File: config.mk
export PLATFORM = sky130hd
export DESIGN_NAME = integer_to_english_word_tokens_core
export DESIGN_NICKNAME = d
export VERILOG_FILES = /design/src/i2ew_pkg.sv /design/src/i2ew_ctrl.sv /design/src/i2ew_dp.sv /design/src/integer_to_english_word_tokens_core.sv
export SDC_FILE = /design/constraint.sdc
export NUM_CORES = 1
export LEC_CHECK = 0
export BUFFER_PORTS_ARGS = -buffer_cell sky130_fd_sc_hd__buf_2
export CAP_MARGIN = 20
export CORE_ASPECT_RATIO = 1.2
export CORE_MARGIN = 1
export CORE_UTILIZATION = 35
export DETAILED_ROUTE_END_ITERATION = 16
export GPL_TIMING_DRIVEN = 0
export SYNTH_ARGS = -nofsm -noshare
export SYNTH_HDL_FRONTEND = slang
export SYNTH_SLANG_ARGS = --single-unit
File: constraint.sdc
create_clock -name i_clk -period 3.5 [get_ports i_clk]
set_input_delay 0.175 -clock i_clk [delete_from_list [all_inputs] [get_ports i_clk]]
set_output_delay 0.175 -clock i_clk [all_outputs]
set_load 0.03 [all_outputs]
File: src/i2ew_pkg.sv
package i2ew_pkg;

    localparam int unsigned VALUE_W = 31;
    localparam int unsigned TOK_W   = 5;
    localparam int unsigned NDIG    = 10;
    localparam int unsigned NGRP    = 4;
    localparam int unsigned NPH     = 5;
    localparam int unsigned NPOS    = NGRP * NPH;
    localparam int unsigned POS_W   = 5;
    localparam int unsigned CNT_W   = 5;

    localparam logic [CNT_W-1:0] CONV_LAST = CNT_W'(VALUE_W - 1);

    localparam logic [TOK_W-1:0] TOK_TEN      = 5'd10;
    localparam logic [TOK_W-1:0] TOK_TWENTY   = 5'd20;
    localparam logic [TOK_W-1:0] TOK_HUNDRED  = 5'd28;
    localparam logic [TOK_W-1:0] TOK_THOUSAND = 5'd29;
    localparam logic [TOK_W-1:0] TOK_MILLION  = 5'd30;
    localparam logic [TOK_W-1:0] TOK_BILLION  = 5'd31;

    // Slot of a word inside one three-digit group.
    localparam int unsigned PH_HDIG  = 0;
    localparam int unsigned PH_HWORD = 1;
    localparam int unsigned PH_TENS  = 2;
    localparam int unsigned PH_ONES  = 3;
    localparam int unsigned PH_SCALE = 4;

    typedef enum logic [1:0] {
        ST_IDLE,
        ST_CONV,
        ST_FIND,
        ST_EMIT
    } t_state;

    typedef struct packed {
        logic load;
        logic shift;
        logic first;
        logic push;
    } t_cmd;

    typedef struct packed {
        logic conv_last;
        logic is_last;
        logic out_free;
    } t_status;

endpackage

File: src/i2ew_ctrl.sv
module i2ew_ctrl (
    input  logic              i_clk,
    input  logic              i_rst_n,
    input  logic              i_start,
    input  i2ew_pkg::t_status i_status,
    output i2ew_pkg::t_cmd    o_cmd,
    output logic              o_idle
);
    import i2ew_pkg::*;

    t_state r_state;
    t_state n_state;

    always_ff @(posedge i_clk) begin
        if (!i_rst_n) begin
            r_state <= ST_IDLE;
        end else begin
            r_state <= n_state;
        end
    end

    always_comb begin
        n_state = r_state;
        o_cmd   = '0;
        o_idle  = 1'b0;
        unique case (r_state)
            ST_IDLE: begin
                o_idle = 1'b1;
                if (i_start) begin
                    o_cmd.load = 1'b1;
                    n_state    = ST_CONV;
                end
            end
            ST_CONV: begin
                o_cmd.shift = 1'b1;
                if (i_status.conv_last) begin
                    n_state = ST_FIND;
                end
            end
            ST_FIND: begin
                o_cmd.first = 1'b1;
                n_state     = ST_EMIT;
            end
            ST_EMIT: begin
                if (i_status.out_free) begin
                    o_cmd.push = 1'b1;
                    if (i_status.is_last) begin
                        n_state = ST_IDLE;
                    end
                end
            end
            default: begin
                n_state = ST_IDLE;
            end
        endcase
    end

endmodule

File: src/i2ew_dp.sv
module i2ew_dp (
    input  logic                             i_clk,
    input  logic                             i_rst_n,
    input  i2ew_pkg::t_cmd                   i_cmd,
    input  logic [i2ew_pkg::VALUE_W-1:0]     i_value,
    input  logic                             i_out_ready,
    output i2ew_pkg::t_status                o_status,
    output logic                             o_out_valid,
    output logic [i2ew_pkg::TOK_W-1:0]       o_out_tok,
    output logic                             o_out_last
);
    import i2ew_pkg::*;

    logic [VALUE_W-1:0] r_bin;
    logic [3:0]         r_dig [NDIG];
    logic [3:0]         adj   [NDIG];
    logic [CNT_W-1:0]   r_cnt;
    logic [POS_W-1:0]   r_pos;
    logic               r_out_valid;
    logic [TOK_W-1:0]   r_out_tok;
    logic               r_out_last;

    logic [3:0]         g_h   [NGRP];
    logic [3:0]         g_t   [NGRP];
    logic [3:0]         g_o   [NGRP];
    logic [TOK_W-1:0]   g_sc  [NGRP];
    logic [TOK_W-1:0]   tok   [NPOS];
    logic [NPOS-1:0]    mask;
    logic [NPOS-1:0]    higher;
    logic [POS_W-1:0]   first_pos;
    logic [POS_W-1:0]   next_pos;
    logic               all_zero;

    // Shift-and-add-three binary to decimal conversion, one bit per cycle.
    always_comb begin
        for (int i = 0; i < NDIG; i++) begin
            adj[i] = (r_dig[i] >= 4'd5) ? r_dig[i] + 4'd3 : r_dig[i];
        end
    end

    always_ff @(posedge i_clk) begin
        if (i_cmd.load) begin
            r_bin <= i_value;
            for (int i = 0; i < NDIG; i++) begin
                r_dig[i] <= 4'd0;
            end
        end else if (i_cmd.shift) begin
            r_bin    <= {r_bin[VALUE_W-2:0], 1'b0};
            r_dig[0] <= {adj[0][2:0], r_bin[VALUE_W-1]};
            for (int i = 1; i < NDIG; i++) begin
                r_dig[i] <= {adj[i][2:0], adj[i-1][3]};
            end
        end
    end

    always_ff @(posedge i_clk) begin
        if (!i_rst_n) begin
            r_cnt <= '0;
        end else if (i_cmd.load) begin
            r_cnt <= '0;
        end else if (i_cmd.shift) begin
            r_cnt <= r_cnt + 1'b1;
        end
    end

    // Groups: billions, millions, thousands, units.
    always_comb begin
        g_h[0] = 4'd0;      g_t[0] = 4'd0;      g_o[0] = r_dig[9];
        g_h[1] = r_dig[8];  g_t[1] = r_dig[7];  g_o[1] = r_dig[6];
        g_h[2] = r_dig[5];  g_t[2] = r_dig[4];  g_o[2] = r_dig[3];
        g_h[3] = r_dig[2];  g_t[3] = r_dig[1];  g_o[3] = r_dig[0];
        g_sc[0] = TOK_BILLION;
        g_sc[1] = TOK_MILLION;
        g_sc[2] = TOK_THOUSAND;
        g_sc[3] = TOK_HUNDRED;
        all_zero = 1'b1;
        for (int i = 0; i < NDIG; i++) begin
            if (r_dig[i] != 4'd0) begin
                all_zero = 1'b0;
            end
        end
    end

    always_comb begin
        for (int g = 0; g < NGRP; g++) begin
            tok[g*NPH + PH_HDIG]  = {1'b0, g_h[g]};
            tok[g*NPH + PH_HWORD] = TOK_HUNDRED;
            if (g_t[g] >= 4'd2) begin
                tok[g*NPH + PH_TENS] = TOK_TWENTY + {1'b0, g_t[g]} - 5'd2;
            end else if (g_t[g] == 4'd1) begin
                tok[g*NPH + PH_TENS] = TOK_TEN + {1'b0, g_o[g]};
            end else begin
                tok[g*NPH + PH_TENS] = {1'b0, g_o[g]};
            end
            tok[g*NPH + PH_ONES]  = {1'b0, g_o[g]};
            tok[g*NPH + PH_SCALE] = g_sc[g];

            mask[g*NPH + PH_HDIG]  = (g_h[g] != 4'd0);
            mask[g*NPH + PH_HWORD] = (g_h[g] != 4'd0);
            mask[g*NPH + PH_TENS]  = (g_t[g] != 4'd0) || (g_o[g] != 4'd0);
            mask[g*NPH + PH_ONES]  = (g_t[g] >= 4'd2) && (g_o[g] != 4'd0);
            mask[g*NPH + PH_SCALE] = (g < NGRP - 1) &&
                ((g_h[g] != 4'd0) || (g_t[g] != 4'd0) || (g_o[g] != 4'd0));
        end
        // A zero value is spelled by the units tens slot, whose token is then Zero.
        if (all_zero) begin
            mask[(NGRP-1)*NPH + PH_TENS] = 1'b1;
        end
    end

    always_comb begin
        first_pos = '0;
        next_pos  = '0;
        for (int k = NPOS - 1; k >= 0; k--) begin
            higher[k] = mask[k] && (POS_W'(k) > r_pos);
            if (mask[k]) begin
                first_pos = POS_W'(k);
            end
            if (higher[k]) begin
                next_pos = POS_W'(k);
            end
        end
    end

    always_ff @(posedge i_clk) begin
        if (!i_rst_n) begin
            r_pos <= '0;
        end else if (i_cmd.first) begin
            r_pos <= first_pos;
        end else if (i_cmd.push) begin
            r_pos <= next_pos;
        end
    end

    always_ff @(posedge i_clk) begin
        if (!i_rst_n) begin
            r_out_valid <= 1'b0;
        end else if (i_cmd.push) begin
            r_out_valid <= 1'b1;
        end else if (i_out_ready) begin
            r_out_valid <= 1'b0;
        end
    end

    always_ff @(posedge i_clk) begin
        if (i_cmd.push) begin
            r_out_tok  <= tok[r_pos];
            r_out_last <= (higher == '0);
        end
    end

    assign o_status.conv_last = (r_cnt == CONV_LAST);
    assign o_status.is_last   = (higher == '0);
    assign o_status.out_free  = !r_out_valid || i_out_ready;
    assign o_out_valid        = r_out_valid;
    assign o_out_tok          = r_out_tok;
    assign o_out_last         = r_out_last;

endmodule

File: src/integer_to_english_word_tokens_core.sv
// Channel  Dir  Handshake                      Payload
// s_axis   in   s_axis_tvalid/s_axis_tready    tdata[30:0] value
// m_axis   out  m_axis_tvalid/m_axis_tready    tdata[4:0] word_token, tlast last_word
//
// One number is loaded, converted bit-serially from binary to decimal and its
// first word located; then words follow one per cycle while the output is not
// stalled (1 to 16 words).
// The next number is taken once the last word sits in the output register.
// Reset is synchronous, active low, and clears the controller and output valid.
// A stalled output holds the word and pauses word generation.
module integer_to_english_word_tokens_core (
    input  logic        i_clk,
    input  logic        i_rst_n,
    input  logic        s_axis_tvalid,
    output logic        s_axis_tready,
    input  logic [31:0] s_axis_tdata,   // [30:0] value, [31] ignored
    output logic        m_axis_tvalid,
    input  logic        m_axis_tready,
    output logic [7:0]  m_axis_tdata,   // [4:0] word_token, [7:5] zero fill
    output logic        m_axis_tlast
);
    import i2ew_pkg::*;

    t_cmd             cmd;
    t_status          status;
    logic             idle;
    logic [TOK_W-1:0] out_tok;

    i2ew_ctrl u_ctrl (
        .i_clk    (i_clk),
        .i_rst_n  (i_rst_n),
        .i_start  (s_axis_tvalid),
        .i_status (status),
        .o_cmd    (cmd),
        .o_idle   (idle)
    );

    i2ew_dp u_dp (
        .i_clk       (i_clk),
        .i_rst_n     (i_rst_n),
        .i_cmd       (cmd),
        .i_value     (s_axis_tdata[VALUE_W-1:0]),
        .i_out_ready (m_axis_tready),
        .o_status    (status),
        .o_out_valid (m_axis_tvalid),
        .o_out_tok   (out_tok),
        .o_out_last  (m_axis_tlast)
    );

    assign s_axis_tready = idle;
    assign m_axis_tdata  = {3'b000, out_tok};

endmodule

== Yosys cells after proc, flatten, opt, wreduce, memory -nomap -nowiden ==
Memories as Yosys holds them, arrays and structs flattened.
Index checks and enable logic that the tools add are counted.

* Logic and storage cells: 217
* Register bits after elaboration: 50
* Memory bits (read-only): 0
* Bits in writable memories: 40
* Output and inout bits: 11
* Bits in latches: 0
* Memories: 1

* $add $sub $neg: 20
* Reductions and logical operators: 45
* Bitwise operators: 12
* $mul: 0
* Div/mod/pow operators: 0
* Shifts and indexed selects: 0
* Equality and inequality tests: 11
* Magnitude comparators: 30
* Mux-type cells: 91

{| class="wikitable"
|+ Memory list
! name !! words !! width !! rd ports !! clocked after Yosys merged registers in !! wr ports !! RTL line !! source
|-
| u_dp.r_dig || 10 || 4 || 10 || 0 || 10 || i2ew_dp.sv:15 || <nowiki>logic [3:0] r_dig [NDIG];</nowiki>
|}

{| class="wikitable"
|+ Operators by type and width
! kind !! number
|-
| 2-to-1 mux 5 bit || 38
|-
| 2-to-1 mux 4 bit || 19
|-
| 2-to-1 mux 31 bit || 2
|-
| >= comparator 4 x 3 -> 1 bit, second input constant || 10
|-
| greater-than comparator 4 x 5 -> 1 bit, first input constant || 8
|-
| nonzero test 4 bit || 10
|-
| adder 4 x 2 -> 4 bit, second input constant || 9
|-
| binary-select mux 5 bit (select 5 bit) || 1
|-
| 2-to-1 mux 1 bit || 25
|-
| greater-than comparator 3 x 5 -> 1 bit, first input constant || 4
|-
| logical NOT 20 bit || 1
|-
| logical AND 1 bit || 19
|-
| adder 4 x 4 -> 5 bit, first input constant || 3
|-
| adder 5 x 4 -> 5 bit, first input constant || 3
|-
| greater-than comparator 5 bit, first input constant || 3
|-
| subtractor 5 x 2 -> 5 bit, second input constant || 3
|-
| == test 4 x 1 -> 1 bit, second input constant || 3
|-
| >= comparator 4 x 2 -> 1 bit, second input constant || 3
|-
| bitwise OR 1 bit || 10
|-
| logical OR 1 bit || 8
|-
| 2-to-1 mux 2 bit || 4
|-
| != test 2 bit, second input constant || 4
|-
| one-hot mux 2 bit (4 select lines) || 1
|-
| >= comparator 6 bit, second input constant || 1
|-
| 14 further kinds || 17
|}

== Depth between registers and ports, before layout ==
An unclocked memory read counts as a cell.

* Depth after elaboration: 31
* Gate-level depth with buffers: 9
* Gate-level depth less buffers: 9

== Cells and area by module ==
Synthesis repeated with hierarchy kept, for this count alone.

* Cells, all modules: 643
* Area, all modules: 6248.5 µm²

{| class="wikitable"
|+ Modules (own cells, without submodules)
! module !! times used !! sequential area each (µm²) !! cells each !! area an instance (µm²)
|-
| i2ew_dp || 1 || 2532.4 || 619 || 6053.3
|-
| i2ew_ctrl || 1 || 40.0 || 20 || 168.9
|-
| integer_to_english_word_tokens_core || 1 || 0.0 || 4 || 26.3
|}

== Least setup slack after synthesis ==
OpenSTA, ideal clock, no wires.

* Kind: reg2reg
* Start point: register u_ctrl.r_state[0]
* End point: register u_dp.r_bin[0] (enable)
* Arrival time: 2.892 ns
* Setup slack: 0.168 ns
* Cell stages (with the launch flop): 6
* Clock period less this slack: 3.332 ns
* Data required time: 3.059 ns
* Path buffers: 1
* Setup time: 0.441 ns
* Cells stage by stage: dfxtp_1 inv_1 ha_1 nand2_1 buf_1 nand2b_1

* Longest elaborated chain between the ends: 3
* Elaborated cells on any way between the ends: 5
* Those cells by class: 1 x eq/ne; 2 x mux; 2 x reduce/logical

{| class="wikitable"
|+ Ends and longest elaborated chain
! item !! RTL line !! source
|-
| start: declaration || i2ew_ctrl.sv:11 || <nowiki>t_state r_state;</nowiki>
|-
| start signal: assignment || i2ew_ctrl.sv:18 || <nowiki>r_state <= n_state;</nowiki>
|-
| == test 2 x 1 -> 1 bit or logical NOT 2 bit (tied branches) || i2ew_ctrl.sv:26 || <nowiki>unique case (r_state)</nowiki>
|-
| 2-to-1 mux 1 bit || i2ew_ctrl.sv:26 ||
|-
| nonzero test 2 bit (no source line) (*) || n/a ||
|-
| end signal: assignment || i2ew_dp.sv:43 || <nowiki>r_bin <= i_value;</nowiki>
|-
| end signal: assignment || i2ew_dp.sv:48 || <nowiki>r_bin <= {r_bin[VALUE_W-2:0], 1'b0};</nowiki>
|-
| end: declaration || i2ew_dp.sv:14 || <nowiki>logic [VALUE_W-1:0] r_bin;</nowiki>
|}

Every way passes the cells marked *; elsewhere a longest branch is shown, timed or not.
A chain may end at the register's enable or synchronous reset.

==> reports/qor.csv <==
stage,metric,value,unit
global_route,largest net degree at the start of global routing,67,
global_route,first-pass GRT wire length,23600,um
timing,"Min Clock Period, post-route",2.79,ns
timing,fin crit share,79.8,%
placed_design,port bufs,42,
global_route,antenna violations before repair,0,
timing,setup violators final,0,
logic_synthesis,sequential area share after synthesis,41.2,%
clocking,post-CTS setup buffers,0,
critical_path,critical-path maximum fanout,5,
routing,detailed-route vias per instance,5.27,
logic_synthesis,Mapped Area,0.00625,mm^2
critical_path,"critical path, cell by cell",inv_1 > ha_1 > nor3b_1 > nand4_1 > a31oi_1 > a2bb2oi_1 > nor4b_4 > o21a_2 > mux2i_1,
global_route,grt ovf,0,
floorplan,Initial Util,35.7,%
routing,initial DRC count,264,
clocking,Skew-Pair Late Insertion Delay,0.35,ns
clocking,CTS tree,done,
timing,RSZ-0062 raised after global routing,false,
critical_path,CP Data Required Time,3.78,ns
critical_path,CP max stage delay,0.46,ns
clocking,TritonCTS Buffers,9,
clocking,clk sink count,90,
logic_synthesis,Post-synth ARST share,0,%
floorplan,DIE WIDTH,124,um
layout,antenna cells,0,
timing,Setup Skew,0.0138,ns
critical_path,Buf/Inv on CP,1,
logic_synthesis,post-synthesis cell type count,71,
logic_synthesis,"flops & latches, synth",90,
clocking,CTS root buffer,clkbuf_16,
timing,Slew headroom,51.3,%
critical_path,startpoint types,flop,
clocking,Clock transition at path regs,0.07,ns
layout,share of cells above drive strength 1,19.2,%
floorplan,IO Count,47,
logic_synthesis,"EDFF count, synth",77,
logic_synthesis,Synthesis Warnings,0,
layout,Area Overhead vs Synth,13.6,%
floorplan,Core Area,0.0175,mm^2
routing,final antenna-violating net count,0,
timing,worst slew pin tran,0.725,ns
timing,fmax,358,MHz
power_and_ir_drop,power density over the cells,1010,mW/mm^2
power_and_ir_drop,leakage power,0.00278,uW
run,max cap viols,0,
clocking,htree depth,3,
layout,fin util,40.5,%
clocking,post-CTS sizing,0,
floorplan,Row Count,53,
routing,Routed wire per std cell,16.1,um
global_route,total track usage,16.6,%
logic_synthesis,cells after synthesis,611,
critical_path,CP top delay family,simple AND/OR/NAND/NOR gates,
critical_path,Worst Path Arrival,3.07,ns
floorplan,die area,0.0184,mm^2
logic_synthesis,Synth Area per Inst,10.2,um^2
timing,Final Hold Viols,0,
routing,via count,4699,
routing,TritonRoute pass-1 iters,6,
placed_design,DP HPWL,10700,um
critical_path,slowest stage cell on the critical path,edfxtp_1,
timing,final setup margin,0.705,ns
global_route,number of global-route vias before repair,4687,
floorplan,die height,148,um
placed_design,final RePlAce weighted congestion,0.875,
hold_path,worst hold path class,in2reg,
critical_path,Crit Path Category,reg2reg,
routing,final wirelength,14400,um
logic_synthesis,prevailing post-synth register cell,edfxtp_1,
critical_path,CP endpoint kind,flop,
layout,fin area,0.00710,mm^2
placed_design,Placement Setup Slack,0.686,ns
placed_design,dpl cell area,0.00677,mm^2
timing,Max Slew Vio Count,0,
timing,Fin Hold WS,0.122,ns
routing,# DRC,0,
layout,nets,751,
clocking,CTS Buffer Depth,2,
outcome,status,finished clean,
clocking,Hold Buf Count CTS,0,
power_and_ir_drop,Peak VDD IR,0.000498,V
## cells in the final DEF, fill, tap and decap left out, types with 3 or more instances in the layout
master	n
edfxtp_1	77
nand2_1	62
ha_1	48
buf_2	46
a21oi_1	39
nor2_1	37
mux2_2	30
inv_1	28
o21ai_0	23
xnor2_1	20
and2_1	15
nand2b_1	14
clkbuf_1	13
dfxtp_1	13
nor3_1	12
a21boi_0	11
xor2_1	10
mux2i_1	9
a211oi_1	9
nand3_1	9
and3_1	9
clkbuf_16	9
o211ai_1	8
a21o_1	8
o211a_1	8
o22ai_1	7
buf_4	6
o31ai_1	5
nor3b_1	5
nor3b_2	5
nand4_1	5
buf_1	4
a31oi_1	4
nor4_1	3
buf_6	3
a311oi_1	3
nor3b_4	3
conb_1	3
inv_8	3
## state kept, by name (all words and copies together), names as in the netlist
name,cells
u_ctrl.r_state,2
u_dp.o_out_last,1
u_dp.o_out_tok,5
u_dp.o_out_valid,1
u_dp.r_bin,31
u_dp.r_cnt,5
u_dp.r_dig,40
u_dp.r_pos,5
## logic make-up (layout without fill, tap and decap cells)
group,after synthesis,after routing,share of synthesized area [%]
mux,39,39,6.85
xor+xnor,30,30,4.21
buf+inv,62,121,4.85
simple gates,194,194,17.1
flops,90,90,41.2
compound gates,147,147,16.1
fa+ha+maj,48,48,9.62
other cells,1,3,0.0600
## final cells by class
| cell class | instances | area (um^2) |
|---|---|---|
| fill | 1754 | 10400 |
| tap | 220 | 275 |
| inverter | 30 | 113 |
| buffer | 32 | 190 |
| clock inverter | 7 | 96.3 |
| sequential | 90 | 2570 |
| clock buffer | 9 | 225 |
| timing repair buffer | 43 | 238 |
| multi-input combinational | 461 | 3390 |
## layer usage
layer	routed length (um)	part of all wire, %	GRT usage, %
met5	0	0	0
met1	6560	46	20.8
met3	502	3.5	2.68
met2	7100	49	28.7
met4	236	1.6	5.65
## stage by stage
step / power, uW / setup TNS, ns / instances
floorplan: 5110 / 0 / 613
global placement: 6020 / -56.50 / 875
detailed placement: 6120 / 0 / 876
CTS: 7210 / 0 / 892
global route: 7750 / 0 / 892
finish: 7160 / 0 / 892
## worst paths after layout
kind / startpoint / endpoint / slack [ns] / cells after the start
min reg2reg: u_ctrl.r_state[1] / u_ctrl.r_state[1] / 0.51 / 2
max reg2reg: u_dp.r_dig[0][1] / u_ctrl.r_state[1] / 0.71 / 9
max: u_dp.r_dig[0][1] / u_ctrl.r_state[1] / 0.71 / 9
min: s_axis_tdata[27] / u_dp.r_bin[27] / 0.12 / 2
## Yosys cell counts (9+ instances only)
| cell | number | area [um^2] |
|---|---|---|
| edfxtp_1 | 77 | 2310 |
| nand2_1 | 62 | 233 |
| ha_1 | 48 | 601 |
| a21oi_1 | 39 | 195 |
| nor2_1 | 37 | 139 |
| mux2_2 | 30 | 338 |
| inv_1 | 28 | 105 |
| o21ai_0 | 23 | 115 |
| xnor2_1 | 20 | 175 |
| and2_1 | 15 | 93.8 |
| nand2b_1 | 15 | 93.8 |
| clkbuf_1 | 13 | 48.8 |
| dfxtp_1 | 13 | 260 |
| nor3_1 | 12 | 60.1 |
| a21boi_0 | 11 | 82.6 |
| xor2_1 | 10 | 87.6 |
| a211oi_1 | 9 | 67.6 |
| and3_1 | 9 | 56.3 |
| mux2i_1 | 9 | 90.1 |
| nand3_1 | 9 | 45.0 |
## where the power goes
group	switching [uW]	internal, uW
Clock	468	576
Sequential	417	1910
Combinational	2240	1550
Total	3130	4030
No activity file was read; power rests on OpenSTA's default activity.
